<file path="config.mk">
export PLATFORM = sky130hd
export DESIGN_NAME = yaz0_cmd_fifo
export DESIGN_NICKNAME = d
export VERILOG_FILES = /design/src/design/yaz0_pkg.sv /design/src/design/yaz0_cmd_fifo.sv
export SDC_FILE = /design/constraint.sdc
export NUM_CORES = 1
export LEC_CHECK = 0
export BUFFER_PORTS_ARGS = -buffer_cell sky130_fd_sc_hd__buf_2
export CORE_MARGIN = 2
export CORE_UTILIZATION = 60
export DETAILED_ROUTE_END_ITERATION = 8
export PLACE_DENSITY = 0.94
export SLEW_MARGIN = 20
export SYNTH_ARGS = -nofsm -noshare
export SYNTH_HDL_FRONTEND = slang
export SYNTH_SLANG_ARGS = --single-unit
</file>
<file path="constraint.sdc">
create_clock -name clock -period 5 [get_ports clock]
set_input_delay 0.25 -clock clock [delete_from_list [all_inputs] [get_ports clock]]
set_output_delay 0.25 -clock clock [all_outputs]
set_load 0.005 [all_outputs]
</file>
<file path="src/design/yaz0_pkg.sv">
// yaz0_pkg: shared types, codes and constants of the yaz0 stream decompressor
// used by every module in design/, depends on nothing
package yaz0_pkg;

   localparam int WINDOW_BYTES_DEF = 4096;
   localparam int OUT_LANES_DEF    = 8;
   localparam int HDR_BYTES        = 16;
   localparam int CMDQ_DEPTH       = 4;

   localparam logic [7:0] CTRL_MSB    = 8'h80;
   localparam logic [3:0] DIST_NIBBLE = 4'h0f;
   localparam logic [8:0] EXT_BIAS    = 9'h012;
   localparam logic [8:0] SHORT_BIAS  = 9'd2;
   localparam logic [4:0] SIZE_FIRST  = 5'd4;
   localparam logic [4:0] SIZE_LAST   = 5'd7;

   typedef enum logic [2:0] {
      ST_OK         = 3'd0,
      ST_BAD_HEADER = 3'd1,
      ST_EOF_CTRL   = 3'd2,
      ST_EOF_LIT    = 3'd3,
      ST_EOF_REF    = 3'd4,
      ST_EOF_EXT    = 3'd5,
      ST_TOO_FAR    = 3'd6
   } status_type;

   typedef enum logic [1:0] {
      PH_HEADER,
      PH_DATA,
      PH_DRAIN
   } phase_type;

   typedef enum logic [1:0] {
      TK_FLAG_OR_LIT,
      TK_REF_LOW,
      TK_EXT_LEN
   } token_type;

   typedef enum logic [2:0] {
      BK_IDLE,
      BK_LIT,
      BK_READ,
      BK_WRITE,
      BK_EMIT
   } back_state_type;

   // one unit of work for the back end
   typedef struct packed {
      logic       is_lit;
      logic [7:0] lit_byte;
      logic [12:0] copy_dist;
      logic [8:0] len;
      logic       ended;
      status_type code;
   } cmd_type;

   function automatic logic [7:0] magic_byte(input logic [1:0] idx);
      logic [7:0] r;
      case (idx)
         2'd0:    r = 8'h59;
         2'd1:    r = 8'h61;
         2'd2:    r = 8'h7a;
         default: r = 8'h30;
      endcase
      return r;
   endfunction

endpackage

</file>
<file path="src/design/yaz0_cmd_fifo.sv">
// yaz0_cmd_fifo: short command queue between front and back end
// depends on yaz0_pkg for cmd_type and the queue depth
module yaz0_cmd_fifo (
   input  logic              clock,
   input  logic              reset,
   input  logic              push,
   input  yaz0_pkg::cmd_type push_cmd,
   input  logic              pop,
   output logic              not_full,
   output logic              not_empty,
   output yaz0_pkg::cmd_type head
);
   import yaz0_pkg::*;

   localparam int AW = $clog2(CMDQ_DEPTH);

   cmd_type     slot_ff [CMDQ_DEPTH];
   logic [AW-1:0] wr_ff, wr_in, rd_ff, rd_in;
   logic [AW:0] cnt_ff, cnt_in;

   assign not_full  = cnt_ff != (AW+1)'(CMDQ_DEPTH);
   assign not_empty = cnt_ff != '0;
   assign head      = slot_ff[rd_ff];

   always_comb begin
      wr_in  = push ? wr_ff + AW'(1) : wr_ff;
      rd_in  = pop ? rd_ff + AW'(1) : rd_ff;
      cnt_in = cnt_ff + (AW+1)'(push) - (AW+1)'(pop);
   end

   always_ff @(posedge clock) begin
      if (reset) begin
         wr_ff  <= '0;
         rd_ff  <= '0;
         cnt_ff <= '0;
      end else begin
         wr_ff  <= wr_in;
         rd_ff  <= rd_in;
         cnt_ff <= cnt_in;
      end
   end

   always_ff @(posedge clock) begin
      if (push) begin
         slot_ff[wr_ff] <= push_cmd;
      end
   end

endmodule

</file>
# == Word level (Yosys, flattened, before mapping) ==
# Memories as Yosys holds them, arrays and structs flattened. A register that Yosys moved wholly into a read port is not among the register bits.
# Cells that the tools add are included.
# op_classes
eq_ne,1
reduce_logical,1
n_mux,4
add_sub_neg,4
# op_table
cell,n
$add A2 B1 Y2 const B,2
$mux W2,2
$add A3 B1 Y3,1
$ne A3 B3 Y1 const B,1
$reduce_bool A3 Y1,1
$sub A3 B1 Y3,1
$mux W1,2
# word_totals
ram_bits,140
elab_cells,14
memories,1
register_bits,7
output_inout_bits,37
# mem_list
memory,words,word_bits,rd,rd_clocked_by_memory_dff,wr,line,rtl
slot_ff,4,35,1,1,1,yaz0_cmd_fifo.sv:17,cmd_type slot_ff [CMDQ_DEPTH];

# == Logic depth before layout (Yosys ltp) ==
# Gate-level depths: netlist (run 1).
# depth
depth_word,3
mapped_depth,8
depth_no_buf,8

# == Worst setup path after synthesis (run 1) ==
# OpenSTA, ideal clock, no wires.
# synth_path
path_kind,register to register
startpoint,register wr_ff[0]
endpoint,"memory slot_ff[2][0] (netlist name), enable pin"
t_required_ps,4605
period_less_slack_ps,1794
setup_time_ps,395
arrival_time_ps,1399
path_buffers,0
path_stages_with_launch,4
path_slack_ps,3206
cell_sequence,dfxtp_1 > inv_1 > ha_1 > and2_1
# synth_lines
item,line,rtl
"start, declared",yaz0_cmd_fifo.sv:18,"logic [AW-1:0] wr_ff, wr_in, rd_ff, rd_in;"
"start signal, assigned",yaz0_cmd_fifo.sv:37,wr_ff <= wr_in;
"end, declared",yaz0_cmd_fifo.sv:17,
# No word-level cell before the write port.

==> reports/qor.yml, run 1 <==
yosys:
  synthDominantCellAreaShare_pct: 75.88
  synth_cell_types: 23
  synth-edff-count: 140
  synthTopCellsByArea: "edfxtp_1, mux4_2, dfxtp_1"
  syn_avg_cell_area_um2: 24.51
  syn_area_um2: 5540
  ys_seq_area_share_pct: 79.13
  yosysWarnings: 0
  ys.flop_type: "edfxtp_1"
  synth_area_leader_cell: "edfxtp_1"
  syn_nets: 272
  async_reset_ff_share_pct: 0
  synth_cells: 226
  synth-seq-cells: 149
global_routing:
  use_met1_pct: 22.23
  grt_pass1_wl_mm: 14.23
  grt_pass1_vias: 2822
  use_met2_pct: 36.49
  grt_max_degree: 36
  grt_use_met3_pct: 4.596
  antenna_found_initial: 0
  grt_overflow_total: 0
  grt_usage_pct: 19.82
  grt_busiest_layer: "met2"
timing:
  slew-limit-headroom_pct: 35.72
  worst_slew_pin_slew_ps: 964.2
  setup_tns_ps: 0
  fin_skew_ps: 8.866
  setup_viol: 0
  fin_crit_ps: 2692
  hold_violations: 0
  period_share_pct: 53.85
  max_freq_mhz: 371.4
  maxSlewViolCount: 0
  rsz0062_at_grt: "no"
drt:
  drc_errors: 0
  wire_per_inst_um: 19.66
  wirelength_mm: 9.242
  viasPerCell: 5.619
  drtIter0Drc: 97
  drt-pass1-iter-count: 4
  detail-route-antenna-nets: 0
  dr_total_vias: 2641
cells_and_area:
  n_antenna_cell: 0
  layout-drive-gt1-share_pct: 40.11
  syn_to_final_growth_pct: 24.16
  ff_latch_area_um2: 4387
  nets: 393
  fillers: 509
  fin_area_um2: 6879
  multi_input_area_um2: 1047
worst_setup_path:
  worstSetupPathType: "reg -> out"
  critical_path_required_ps: 4750
  crit_fanout: 18
  start_kind: "register"
  end_kind: "output pin"
  timing.rr.start: "wr_ff[0]"
  rr_worst_depth: 3
  arrival_ps: 2440
power:
  power_density_nw_per_um2: 423.4
  ir_drop_mv: 0.2896
  power_leakage_nw: 2.409
floorplan:
  die_x_um: 100.1
  row_count: 35
  die-area_um2: 10020
  pin_count: 76
  die_h_um: 100.1
  start_util_pct: 60.82
  core_area_um2: 9109
clock_network:
  htree_levels: 4
  clock_tree.buffer_depth: 2
  clkLatencyLatePin_ps: 500
  tritoncts: "built"
  cts_buffers: 17
  clock_sinks: 149
  ctsResizeCount: 0
  ctsRootBufferMaster: "clkbuf_8"
  cts.clk_slew.worst_paths_ps: 60
run_status:
  status: "completed"
placed_design:
  dpl-instance-area_um2: 5974
  place_hpwl_mm: 5.297
  placement.io_buffers: 75
  gp_congestion: 0.6884
hold_path:
  min_path_type: "in -> reg"
  hold_depth: 2
  min-delay-start: "reset"
run:
  cap_violations: 0
## registers in the layout, summed over array words and instances (netlist names), named ones only
signal   cells
cnt_ff       3
wr_ff        2
slot_ff    140
rd_ff        2
## logic make-up (layout without fill, tap and decap cells)
group	count (synthesis)	in the layout	synth area share, %
fa+ha+maj	7	7	1.716
mux	36	36	14.75
flops	149	149	79.13
xor+xnor	3	3	0.7227
compound gates	2	2	0.2709
simple gates	15	15	1.355
buf+inv	14	147	2.055
## metrics by stage
step | std cells | setup slack, ps | hold slack (ps) | utilization [%] | power [W]
final | 470 | 2308 | 24.94 | 75.52 | 0.002912
after global routing | 470 | 2120 | 25.15 | 75.52 | 0.003007
after CTS | 470 | 2221 | 8.975 | 75.52 | 0.002931
after detailed placement | 404 | 2748 | 467.1 | 65.59 | 0.001741
after global placement | 404 | 2786 | 458.5 | 65.59 | 0.001726
after floorplan | 226 | 3206 | 348.9 | - | 0.001644
## power breakdown
part | internal, W | switching [W]
Combinational | 0.000150 | 0.000110
Clock | 0.000672 | 0.000508
Sequential | 0.00144 | 0.0000379
## critical path, cell delays in order (launching register included)
cell and delay [ps]:
dfxtp_2 720, buf_4 450, mux4_1 620, buf_2 140
## layout by cell type, fill, tap and decap left out
cell type	n
mux2i_1	1
inv_1	5
inv_8	2
clkbuf_16	16
bufinv_16	1
mux4_2	30
xnor2_1	2
mux4_1	5
nand2_1	1
clkinv_2	1
buf_4	1
clkinvlp_4	4
dlygate4sd3_1	35
dfxtp_2	2
dfxtp_1	7
fa_1	1
and2_2	4
a21bo_2	1
buf_2	75
clkbuf_8	1
inv_6	6
or3_1	1
a21oi_1	1
nor2_1	7
xnor3_1	1
nand3b_1	1
edfxtp_1	140
nor2b_1	1
ha_1	6
## metal layers
layer | part of all wire, % | wire length [um] | vias to the layer above
li1 | - | - | 1187
met1 | 38 | 3483 | 1358
met2 | 57 | 5232 | 83
met3 | 4.3 | 402 | 13
met4 | 1.3 | 123 | 0
met5 | 0 | 0 | -
## synthesized netlist by cell type (2+ instances only)
library cell and number:
inv_1 5, mux4_2 30, nor2_1 7, buf_2 3, xnor2_1 2, ha_1 6
dfxtp_1 9, mux4_1 5, and2_1 4, edfxtp_1 140, buf_12 3
## layout make-up
type	instances	area share, %
sequential	149	63.77
inverter	5	0.2728
clock buffer	17	6.020
multi-input combinational	63	15.22
tap	111	2.019
clock inverter	14	2.037
timing repair buffer	111	10.66
## worst paths after layout
path              endpoint  slack (ps)
min reg2reg       register         560
max reg2reg  slot_ff[0][6]        3230
min              cnt_ff[2]          20
max               head[33]        2310
## what timing repair did
action	in CTS	in global routing
hold buffers	35	0
hold endpoints to repair	140	0
setup buffers	0	0
No activity file was read; power rests on OpenSTA's default activity.
==> inputs of run 2 (changes only) <==
--- a/config.mk
+++ b/config.mk
@@ -7,9 +7,9 @@
 export LEC_CHECK = 0
 export BUFFER_PORTS_ARGS = -buffer_cell sky130_fd_sc_hd__buf_2
 export CORE_MARGIN = 2
-export CORE_UTILIZATION = 60
+export CORE_UTILIZATION = 56
 export DETAILED_ROUTE_END_ITERATION = 8
-export PLACE_DENSITY = 0.94
+export PLACE_DENSITY = 0.89
 export SLEW_MARGIN = 20
 export SYNTH_ARGS = -nofsm -noshare
 export SYNTH_HDL_FRONTEND = slang
==> constraint.sdc (replaced) <==
create_clock -name clock -period 2.75 [get_ports clock]
set_input_delay 0.1375 -clock clock [delete_from_list [all_inputs] [get_ports clock]]
set_output_delay 0.1375 -clock clock [all_outputs]
set_load 0.005 [all_outputs]
==> run 2 against run 1 <==
Setup slack worse by 1900 ps. Count of clock-buffer cells in the layout unchanged. Via count rose by 1.5%. Final area grew 1.4%. Global-route usage down 0.58 points. Wire length grew 5.8%. Critical path type unchanged. Critical endpoint is now head[27]. Largest power group unchanged.
==> reports/qor.yml, run 2 (synthesis results as in run 1) <==
cells_and_area:
  multi_input_area_um2: 1047
  layout-drive-gt1-share_pct: 39.73
  syn_to_final_growth_pct: 25.95
  final_common_cell: "edfxtp_1"
  largest_register: "slot_ff"
  ff_latch_area_um2: 4387
  final_cell_mix: "edfxtp_1, buf_2, dlygate4sd3_1, mux4_2, clkbuf_16"
  top_regs: "slot_ff: 140 flops, cnt_ff: 3 flops"
  fillers: 554
  n_antenna_cell: 0
  largest_register_ffs: 140
  nets: 398
global_routing:
  use_met2_pct: 31.27
  grt_busiest_layer: "met2"
  grt_usage_pct: 19.24
  use_met1_pct: 24.48
  grt_pass1_wl_mm: 14.48
  grt_pass1_vias: 2684
  grt_overflow_total: 0
  grt_max_degree: 36
  grt_use_met3_pct: 4.435
  antenna_found_initial: 0
clock_network:
  post_cts_buffers: 0
  clock_sinks: 149
  tritoncts: "built"
  ctsRootBufferMaster: "clkbuf_8"
  clock_tree.buffer_depth: 2
  htree_levels: 4
  ctsHoldBuffers: 38
  cts_buffers: 17
  cts.clk_slew.worst_paths_ps: 60
  clkLatencyLatePin_ps: 510
  ctsResizeCount: 0
worst_setup_path:
  end_kind: "output pin"
  rr_worst_depth: 3
  critical_path_required_ps: 2610
  crit_fanout: 21
  worstSetupPathType: "reg -> out"
  arrival_ps: 2210
  start_kind: "register"
timing:
  worst_slew_pin_slew_ps: 958.2
  rsz0062_at_grt: "no"
  fin_crit_ps: 2348
  period_share_pct: 85.37
  setup_tns_ps: 0
  hold_violations: 0
  timing.final.ws_setup_ps: 402.3
  setup_viol: 0
  maxSlewViolCount: 0
  slew-limit-headroom_pct: 36.12
  fin_skew_ps: 9.144
  max_freq_mhz: 425.9
drt:
  drc_errors: 0
  detail-route-antenna-nets: 0
  drt-pass1-iter-count: 4
  viasPerCell: 5.382
  dr_total_vias: 2680
  wire_per_inst_um: 19.63
  wirelength_mm: 9.774
  drtIter0Drc: 164
placed_design:
  placement.io_buffers: 75
  dp_slack_ps: 919.9
  gp_congestion: 0.6961
power:
  power_leakage_nw: 2.447
  power_density_nw_per_um2: 765.3
  ir_drop_mv: 0.4571
floorplan:
  start_util_pct: 57.21
  pin_count: 76
  die_h_um: 103.5
  die_x_um: 103.5
  die-area_um2: 10710
  core_area_um2: 9684
  row_count: 36
hold_path:
  hold_depth: 2
  min_path_type: "in -> reg"
run_status:
  status: "completed"
run:
  cap_violations: 0
==> run 2: cell type report <==
class,count,area share (%)
tap,133,2.385
inverter,5,0.2690
clock inverter,15,2.205
multi-input combinational,63,15.01
clock buffer,17,5.935
sequential,149,62.87
timing repair buffer,116,11.33
==> run 2: final timing paths <==
path	end	from	slack, ps
setup reg to reg	slot_ff[0][25]	wr_ff[0]	990
hold / removal	slot_ff[2][22]	push_cmd[22]	370
setup / recovery	head[27]	register	400
hold reg to reg	register	rd_ff[1]	560
==> run 2: stage by stage <==
stage / util, % / power (W) / hold slack [ps] / std cells / instance area [um2]
2_1_floorplan: - / 0.002988 / 236.4 / 226 / 5540
3_3_place_gp: 62.26 / 0.003153 / 347.2 / 428 / 6030
3_5_place_dp: 62.26 / 0.003181 / 357.5 / 428 / 6030
4_1_cts: 72.05 / 0.005373 / 354.8 / 498 / 6978
5_1_grt: 72.05 / 0.005534 / 370.2 / 498 / 6978
6_report: 72.05 / 0.005340 / 374.9 / 498 / 6978
==> run 2: power by group <==
group	internal (W)	switching, W	leakage [nW]
Clock	0.00129	0.000877	0.274
Combinational	0.000282	0.000210	0.812
Sequential	0.00261	0.0000675	1.36
Total	0.00418	0.00116	2.45
==> run 2: critical path, stage by stage (launching register included) <==
cell,delay (ps)
dfxtp_2,690
buf_12,280
mux4_2,560
buf_2,150
==> run 2: routing by layer <==
layer,vias to the layer above,part of all wire (%)
met2,90,53
met1,1367,40
met3,23,3.8
met5,-,0
li1,1200,-
met4,0,3.3
