`src/design/yaz0_pkg.sv`:
```
// yaz0_pkg: shared types, codes and constants of the yaz0 stream decompressor
// used by every module in design/, depends on nothing
package yaz0_pkg;

   localparam int WINDOW_BYTES_DEF = 4096;
   localparam int OUT_LANES_DEF    = 8;
   localparam int HDR_BYTES        = 16;
   localparam int CMDQ_DEPTH       = 4;

   localparam logic [7:0] CTRL_MSB    = 8'h80;
   localparam logic [3:0] DIST_NIBBLE = 4'h0f;
   localparam logic [8:0] EXT_BIAS    = 9'h012;
   localparam logic [8:0] SHORT_BIAS  = 9'd2;
   localparam logic [4:0] SIZE_FIRST  = 5'd4;
   localparam logic [4:0] SIZE_LAST   = 5'd7;

   typedef enum logic [2:0] {
      ST_OK         = 3'd0,
      ST_BAD_HEADER = 3'd1,
      ST_EOF_CTRL   = 3'd2,
      ST_EOF_LIT    = 3'd3,
      ST_EOF_REF    = 3'd4,
      ST_EOF_EXT    = 3'd5,
      ST_TOO_FAR    = 3'd6
   } status_type;

   typedef enum logic [1:0] {
      PH_HEADER,
      PH_DATA,
      PH_DRAIN
   } phase_type;

   typedef enum logic [1:0] {
      TK_FLAG_OR_LIT,
      TK_REF_LOW,
      TK_EXT_LEN
   } token_type;

   typedef enum logic [2:0] {
      BK_IDLE,
      BK_LIT,
      BK_READ,
      BK_WRITE,
      BK_EMIT
   } back_state_type;

   // one unit of work for the back end
   typedef struct packed {
      logic       is_lit;
      logic [7:0] lit_byte;
      logic [12:0] copy_dist;
      logic [8:0] len;
      logic       ended;
      status_type code;
   } cmd_type;

   function automatic logic [7:0] magic_byte(input logic [1:0] idx);
      logic [7:0] r;
      case (idx)
         2'd0:    r = 8'h59;
         2'd1:    r = 8'h61;
         2'd2:    r = 8'h7a;
         default: r = 8'h30;
      endcase
      return r;
   endfunction

endpackage

```
`src/design/yaz0_front.sv`:
```
// yaz0_front: header check and token parsing, one input byte per cycle while the command queue has room
// depends on yaz0_pkg; emits cmd_type transactions into the command queue
module yaz0_front #(
   parameter int WINDOW_BYTES = yaz0_pkg::WINDOW_BYTES_DEF
) (
   input  logic             clock,
   input  logic             reset,
   input  logic             in_valid,
   input  logic [7:0]       in_byte,
   input  logic             in_last,
   input  logic             q_ready,
   output logic             in_ready,
   output logic             push,
   output yaz0_pkg::cmd_type push_cmd
);
   import yaz0_pkg::*;

   localparam int PW = $clog2(WINDOW_BYTES) + 1;

   phase_type   phase_ff, phase_in;
   logic [4:0]  hpos_ff, hpos_in;
   logic [31:0] target_ff, target_in;
   logic [31:0] remain_ff, remain_in;
   logic [PW-1:0] prod_ff, prod_in;
   logic [7:0]  flags_ff, flags_in;
   logic [3:0]  fleft_ff, fleft_in;
   token_type   step_ff, step_in;
   logic [7:0]  refb_ff, refb_in;
   logic [12:0] dist_ff, dist_in;

   logic        accept;
   logic        ended;
   status_type  code;
   logic        do_copy;
   logic [8:0]  run;
   logic [12:0] cdist;
   logic [12:0] dist_new;
   logic [8:0]  eff;
   logic        do_lit;
   logic [PW:0] prod_sum;

   assign in_ready = q_ready;
   assign accept   = in_valid && q_ready;
   assign dist_new = {1'b0, refb_ff[3:0], in_byte} + 13'd1;

   always_comb begin
      phase_in  = phase_ff;
      hpos_in   = hpos_ff;
      target_in = target_ff;
      remain_in = remain_ff;
      prod_in   = prod_ff;
      flags_in  = flags_ff;
      fleft_in  = fleft_ff;
      step_in   = step_ff;
      refb_in   = refb_ff;
      dist_in   = dist_ff;
      ended     = 1'b0;
      code      = ST_OK;
      do_copy   = 1'b0;
      do_lit    = 1'b0;
      run       = '0;
      cdist     = dist_ff;
      eff       = '0;
      prod_sum  = '0;

      case (phase_ff)
         PH_HEADER: begin
            if (hpos_ff < SIZE_FIRST && in_byte != magic_byte(hpos_ff[1:0])) begin
               ended = 1'b1;
               code  = ST_BAD_HEADER;
            end else begin
               if (hpos_ff >= SIZE_FIRST && hpos_ff <= SIZE_LAST) begin
                  target_in = {target_ff[23:0], in_byte};
               end
               hpos_in = hpos_ff + 5'd1;
               if (hpos_in >= 5'(HDR_BYTES)) begin
                  if (target_in == '0) begin
                     ended = 1'b1;
                  end else begin
                     phase_in  = PH_DATA;
                     remain_in = target_in;
                  end
               end else if (in_last) begin
                  ended = 1'b1;
                  code  = ST_BAD_HEADER;
               end
            end
         end
         PH_DATA: begin
            if (fleft_ff == '0) begin
               flags_in = in_byte;
               fleft_in = 4'd8;
            end else begin
               case (step_ff)
                  TK_FLAG_OR_LIT: begin
                     if ((flags_ff & CTRL_MSB) != '0) begin
                        do_lit = 1'b1;
                     end else begin
                        refb_in = in_byte;
                        step_in = TK_REF_LOW;
                     end
                  end
                  TK_REF_LOW: begin
                     dist_in = dist_new;
                     cdist   = dist_new;
                     if (refb_ff[7:4] != '0) begin
                        do_copy = 1'b1;
                        run     = {5'd0, refb_ff[7:4]} + SHORT_BIAS;
                     end else begin
                        step_in = TK_EXT_LEN;
                     end
                  end
                  default: begin
                     do_copy = 1'b1;
                     run     = {1'b0, in_byte} + EXT_BIAS;
                  end
               endcase
            end
            if (do_lit) begin
               eff = 9'd1;
            end
            if (do_copy) begin
               if (cdist > 13'(prod_ff)) begin
                  ended = 1'b1;
                  code  = ST_TOO_FAR;
               end else begin
                  eff = (remain_ff < 32'(run)) ? remain_ff[8:0] : run;
               end
            end
            if (do_lit || (do_copy && !ended)) begin
               remain_in = remain_ff - 32'(eff);
               prod_sum  = {1'b0, prod_ff} + (PW+1)'(eff);
               prod_in   = (prod_sum > (PW+1)'(WINDOW_BYTES)) ? PW'(WINDOW_BYTES)
                                                              : prod_sum[PW-1:0];
               flags_in  = {flags_ff[6:0], 1'b0};
               fleft_in  = fleft_ff - 4'd1;
               step_in   = TK_FLAG_OR_LIT;
            end
         end
         default: begin
         end
      endcase

      // end of stream checks after the byte is taken in
      if (phase_in == PH_DATA && !ended) begin
         if (remain_in == '0) begin
            ended = 1'b1;
            code  = ST_OK;
         end else if (in_last) begin
            ended = 1'b1;
            if (fleft_in == '0) begin
               code = ST_EOF_CTRL;
            end else if (step_in == TK_FLAG_OR_LIT) begin
               code = ((flags_in & CTRL_MSB) != '0) ? ST_EOF_LIT : ST_EOF_REF;
            end else if (step_in == TK_REF_LOW) begin
               code = ST_EOF_REF;
            end else begin
               code = ST_EOF_EXT;
            end
         end
      end
      if (ended) begin
         phase_in = PH_DRAIN;
      end
      if (in_last) begin
         phase_in  = PH_HEADER;
         hpos_in   = '0;
         target_in = '0;
         remain_in = '0;
         prod_in   = '0;
         flags_in  = '0;
         fleft_in  = '0;
         step_in   = TK_FLAG_OR_LIT;
         refb_in   = '0;
         dist_in   = '0;
      end
   end

   always_comb begin
      push_cmd.is_lit    = do_lit;
      push_cmd.lit_byte  = in_byte;
      push_cmd.copy_dist = cdist;
      push_cmd.len       = eff;
      push_cmd.ended     = ended;
      push_cmd.code      = code;
      push               = accept && (eff != '0 || ended);
   end

   always_ff @(posedge clock) begin
      if (reset) begin
         phase_ff  <= PH_HEADER;
         hpos_ff   <= '0;
         target_ff <= '0;
         remain_ff <= '0;
         prod_ff   <= '0;
         flags_ff  <= '0;
         fleft_ff  <= '0;
         step_ff   <= TK_FLAG_OR_LIT;
         refb_ff   <= '0;
         dist_ff   <= '0;
      end else if (accept) begin
         phase_ff  <= phase_in;
         hpos_ff   <= hpos_in;
         target_ff <= target_in;
         remain_ff <= remain_in;
         prod_ff   <= prod_in;
         flags_ff  <= flags_in;
         fleft_ff  <= fleft_in;
         step_ff   <= step_in;
         refb_ff   <= refb_in;
         dist_ff   <= dist_in;
      end
   end

endmodule

```
`config.mk`:
```
export PLATFORM = sky130hd
export DESIGN_NAME = yaz0_front
export DESIGN_NICKNAME = d
export VERILOG_FILES = /design/src/design/yaz0_pkg.sv /design/src/design/yaz0_front.sv
export SDC_FILE = /design/constraint.sdc
export NUM_CORES = 1
export LEC_CHECK = 0
export BUFFER_PORTS_ARGS = -buffer_cell sky130_fd_sc_hd__buf_4
export CAP_MARGIN = 15
export CORE_MARGIN = 10
export CORE_UTILIZATION = 45
export DETAILED_ROUTE_END_ITERATION = 12
export SKIP_CTS_REPAIR_TIMING = 1
export SYNTH_ARGS = -nofsm -noshare
export SYNTH_HDL_FRONTEND = slang
export SYNTH_SLANG_ARGS = --single-unit
```
`constraint.sdc`:
```
create_clock -name clock -period 9.55 [get_ports clock]
set_input_delay 1.4325 -clock clock [delete_from_list [all_inputs] [get_ports clock]]
set_output_delay 1.4325 -clock clock [all_outputs]
set_load 0.01 [all_outputs]
```
# After elaboration in Yosys (flattened, before gate mapping)
# Index checks and enable logic that the tools add are counted.
# W data, S select, Z words.
# totals
output_inout_bits,37
romBits,0
mem_count,0
in_bits,13
ramBits,0
word_cells,160
latchBits,0
register_bits,119
# classes
div_mod_pow,0
bitwise,0
shift,0
muxes,95
n_reduce_logical,30
eq_ne,10
n_lt_le_gt_ge,7
add_sub_neg,7
mul,0
# op_table
cell,count
$mux W32,11
$mux W13,9
$mux W8,10
$logic_not A32 Y1,2
$pmux W32 S2,1
$mux W9,7
$lt A32 B9 Y1,1
$sub A32 B9 Y32,1
$mux W2,12
$mux W3,8
$mux W1,23
$pmux W7 S3,1
$mux W5,4
$pmux W9 S2,1
$mux W4,4
$add A13 B9 Y14,1
$gt A14 B13 Y1 const B,1
$add A12 B1 Y13 const B,1
$gt A13 B13 Y1,1
$eq A2 B1 Y1 const B,5
$add A8 B5 Y9 const B,1
$reduce_and A3 Y1,3
$reduce_bool A9 Y1,1
$logic_not A2 Y1,4
other kinds (22),36

# Depth between registers and ports, before layout
# logic_depth
ltp_word,20
mapped_depth,32
ltp_nobuf,30

# Least setup slack after synthesis
# Ideal clock, no wire load.
# synth_timing
path_type,input to output
startpoint,in in_byte[3]
endpoint,out push
t_required_ps,8117
path_buffers,2
stages,27
arrival_time_ps,7155
setup_slack_ps,963
cell_sequence,clkbuf_1 and3_1 nand3_1 nor2_1 xnor2_1 o21ai_0 ha_1 nand4_1 nor4_1 a32oi_1 o31a_1 clkbuf_1 nor2_1 ha_1 inv_1 fa_1 a21o_1 a221oi_2 o21ai_1 or4_1 nor3_1 nor3b_1 nor3_1 nand4_1 nor4_2 nand2_2 a211oi_1
# synth_via
elab_chain_cells,18
elab_cells_between_ends,51
cone_classes,add/sub: 3; order compare: 2; eq/ne: 2; mux: 33; reduce/logical: 11
# synth_lines
element,line_no,rtl
start: declaration,yaz0_front.sv:9,"input logic [7:0] in_byte,"
"parallel branches: the longest is 16 deep, another holds $lt A32 B9 Y1",n/a,
$logic_or A1 B1 Y1 (*),yaz0_front.sv:186,push = accept && (eff != '0 || ended);
$logic_and A1 B1 Y1 (*),yaz0_front.sv:186,
end: declaration,yaz0_front.sv:13,"output logic push,"
# Mark *: on every way between the ends. The select of a mux whose other input is x is not followed.

# Final worst setup path
# layout_timing
startpoint,in in_byte[1]
endpoint,out push
# The elaborated chain is that of the path after synthesis.

==> impl_metrics.tcl <==
set metrics [dict create \
    outcome "complete, no violations" \
    avgSynthCellArea_um2 7.14 \
    diodes 0 \
    gp_congestion 0.966 \
    drtIter0Drc 1044 \
    crit_family "simple AND/OR/NAND/NOR gates" \
    port-buffer-count 49 \
    core_um2 19600 \
    synth_area_leaders "dfxtp_1 (26%), nor2_1 (8.3%), a22oi_1 (7.0%)" \
    skew_ns 0.00973 \
    crit_path_end "push" \
    synthesis.nets 1325 \
    slew_headroom_pct 27.8 \
    drt_wl_total_mm 32.9 \
    leakage_nw 4.02 \
    slew_violations 0 \
    cts_buffer_depth 2 \
    reg2reg_from "remain_ff[18]" \
    ant_nets 0 \
    cts_max_level 4 \
    clock-sinks 119 \
    ir_worst_vdd_mv 0.104 \
    slowest_delay_ns 0.51 \
    rr_endpoint "phase_ff[1]" \
    seqPwrFrac_pct 39.4 \
    grt_pass1_wl_mm 51.3 \
    p_per_area_nw_per_um2 123 \
    reg2regPathDepth 23 \
    p_sw_w 0.000310 \
    clock_latency_ns 0.43 \
    critical_path_class "in -> out" \
    startpoint "in_byte[1]" \
    vias_per_cell 6.26 \
    startpoint_type "input pin" \
    fin_crit_ns 9.13 \
    cp_num_cells 32 \
    finalSetupViolations 0 \
    yosysSeqAreaShare_pct 26.5 \
    overflow 0 \
    min_period_over_period_pct 95.6 \
    cp_slowest_cell "or4_1" \
    ys_top_cells_by_count "nor2_1 (198), nand2_1 (158), dfxtp_1 (119)" \
    dr_total_vias 9718 \
    yosys.area.top_type_share_pct 26.5 \
    ys.flop_type "dfxtp_1" \
    tritoncts "built" \
    hold_viol_final 0 \
    dpl-instance-area_um2 9580 \
    grt_pass1_vias 9074 \
    syn_inst 1262 \
    worstSetupEndpointType "primary output" \
    dr.pass1.iters 6 \
    swShare_pct 24.5 \
    synth_most_common_cell "nor2_1" \
    cpMostUsedCell "nor2_1" \
    async_reset_ff_share_pct 0 \
    clk_pin_slew_ns 0.06 \
    hold_path_class "reg -> reg" \
    synthesis.area_um2 9010 \
    critPathBufInv 4 \
    grt_use_total_pct 24.5 \
    internal-power_w 0.000953 \
    cts_inserted_buffers 17 \
    syn2layout_area_growth_pct 14.2 \
    grt_max_degree 63 \
    fmax_mhz 110 \
    start_util_pct 46.0 \
    place_hpwl_mm 23.1 \
    die_w_um 161 \
    synth_edf_count 0 \
    p_clk_share_pct 55.5 \
    drc 0 \
    row_count 51 \
    cts_root_buf "clkbuf_16" \
    arrival_ns 7.69 \
    crit_fanout 11 \
    yosysWarnings 0 \
    holdPathStages 2 \
    drive_above_1_share_pct 11.6 \
    die_area_um2 26100 \
    r2r_setup_slack_ns 2.34 \
    ys_ff_latch 119 \
    cp_data_required_time_ns 8.12 \
    yosysTopAreaCell "dfxtp_1" \
    io_pins 50 \
    die_y_um 161 \
    maxCapViolCount 0 \
    fin_nets 1339 \
    synthDistinctLibCells 81 \
    fin_util_pct 52.5 \
    worstMarginPinSlew_ns 1.08 \
    avgRoutedWirePerCell_um 21.2 \
    design_area_um2 10300 \
    antenna_found_initial 0 \
    share_comb_of_total_power_pct 5.1 \
]
-- cell usage in the layout (no fill, tap or decap), drive strengths merged, types with 7 or more instances in the layout --
cell type  instances
mux2i             12
nor2             198
a211o              8
o22ai              9
nor4              21
a211oi             9
buf               85
nor2b              7
nand2b            11
ha                48
dfxtp            119
and3              13
o211ai             7
xnor2             22
xor2              14
nand2            159
a31oi              8
a311oi             9
a22oi             84
o21ai             61
nor3              46
o31ai              7
a21oi             79
nand3             32
a21o              14
clkbuf            17
nand4             24
or3               10
inv               57
-- worst min-delay path by stage --
stage                      from          end  slack, ns
finish              flags_ff[0]  flags_ff[0]       0.46
global route        flags_ff[0]  flags_ff[0]       0.51
CTS                 flags_ff[0]  flags_ff[0]       0.46
detailed placement  flags_ff[0]  flags_ff[0]       0.45
global placement    flags_ff[0]  flags_ff[0]       0.45
floorplan           flags_ff[0]  flags_ff[0]       0.43
-- worst register-to-register path: cells and delay by family, from the launching register on --
family,cells,cell delay (ns)
simple gates,14,4.54
compound gates,6,1.53
flops,1,0.39
buf+inv,2,0.38
fa+ha+maj,1,0.30
-- sequential cells by signal, summed over array words and instances (netlist names) --
| name | flops |
|---|---|
| dist_ff | 13 |
| flags_ff | 8 |
| fleft_ff | 4 |
| phase_ff | 2 |
| refb_ff | 8 |
| hpos_ff | 5 |
| target_ff | 32 |
| remain_ff | 32 |
| step_ff | 2 |
| prod_ff | 13 |
-- layer usage --
layer / share of wire [%] / global-route usage, %
met2: 48 / 41.4
met4: 4.8 / 12.8
met5: 0 / 0
met1: 41 / 29.3
met3: 6.0 / 3.97
-- area by class of cell --
type                       count  area [um2]
fill                        1982        9300
multi-input combinational    997        6100
sequential                   119        2380
timing repair buffer          85         638
clock buffer                  17         425
tap                          265         332
inverter                      56         210
clock inverter                14         200
-- power by group through the flow --
stage               clock network, W   logic, W  registers, W
floorplan                          0  0.0000406      0.000508
global placement                   0  0.0000642      0.000508
detailed placement                 0  0.0000645      0.000508
CTS                         0.000708  0.0000647      0.000497
global route                0.000733  0.0000696      0.000497
finish                      0.000701  0.0000650      0.000497
-- metrics by stage --
step	setup TNS, ns	hold WS (ns)	total power [W]	worst slack [ns]	cells
global route	-0.108	0.512	0.00130	-0.0539	1553
CTS	0	0.463	0.00127	0.314	1551
detailed placement	0	0.455	0.000572	0.324	1520
floorplan	0	0.432	0.000549	0.963	1262
finish	0	0.464	0.00126	0.424	1553
global placement	0	0.450	0.000572	0.547	1520
-- logic make-up (layout without fill, tap and decap cells) --
logic type / Yosys count / after routing / share of synthesized area, %
AND/OR/NAND/NOR: 543 / 543 / 27.8
AO/OA/AOI/OAI: 355 / 355 / 27.0
buffers and inverters: 146 / 172 / 6.72
flip-flops: 119 / 119 / 26.5
adder cells (fa/ha/maj): 50 / 50 / 7.11
XOR/XNOR: 36 / 36 / 3.50
multiplexers: 13 / 13 / 1.46
No activity file was read; power rests on OpenSTA's default activity.
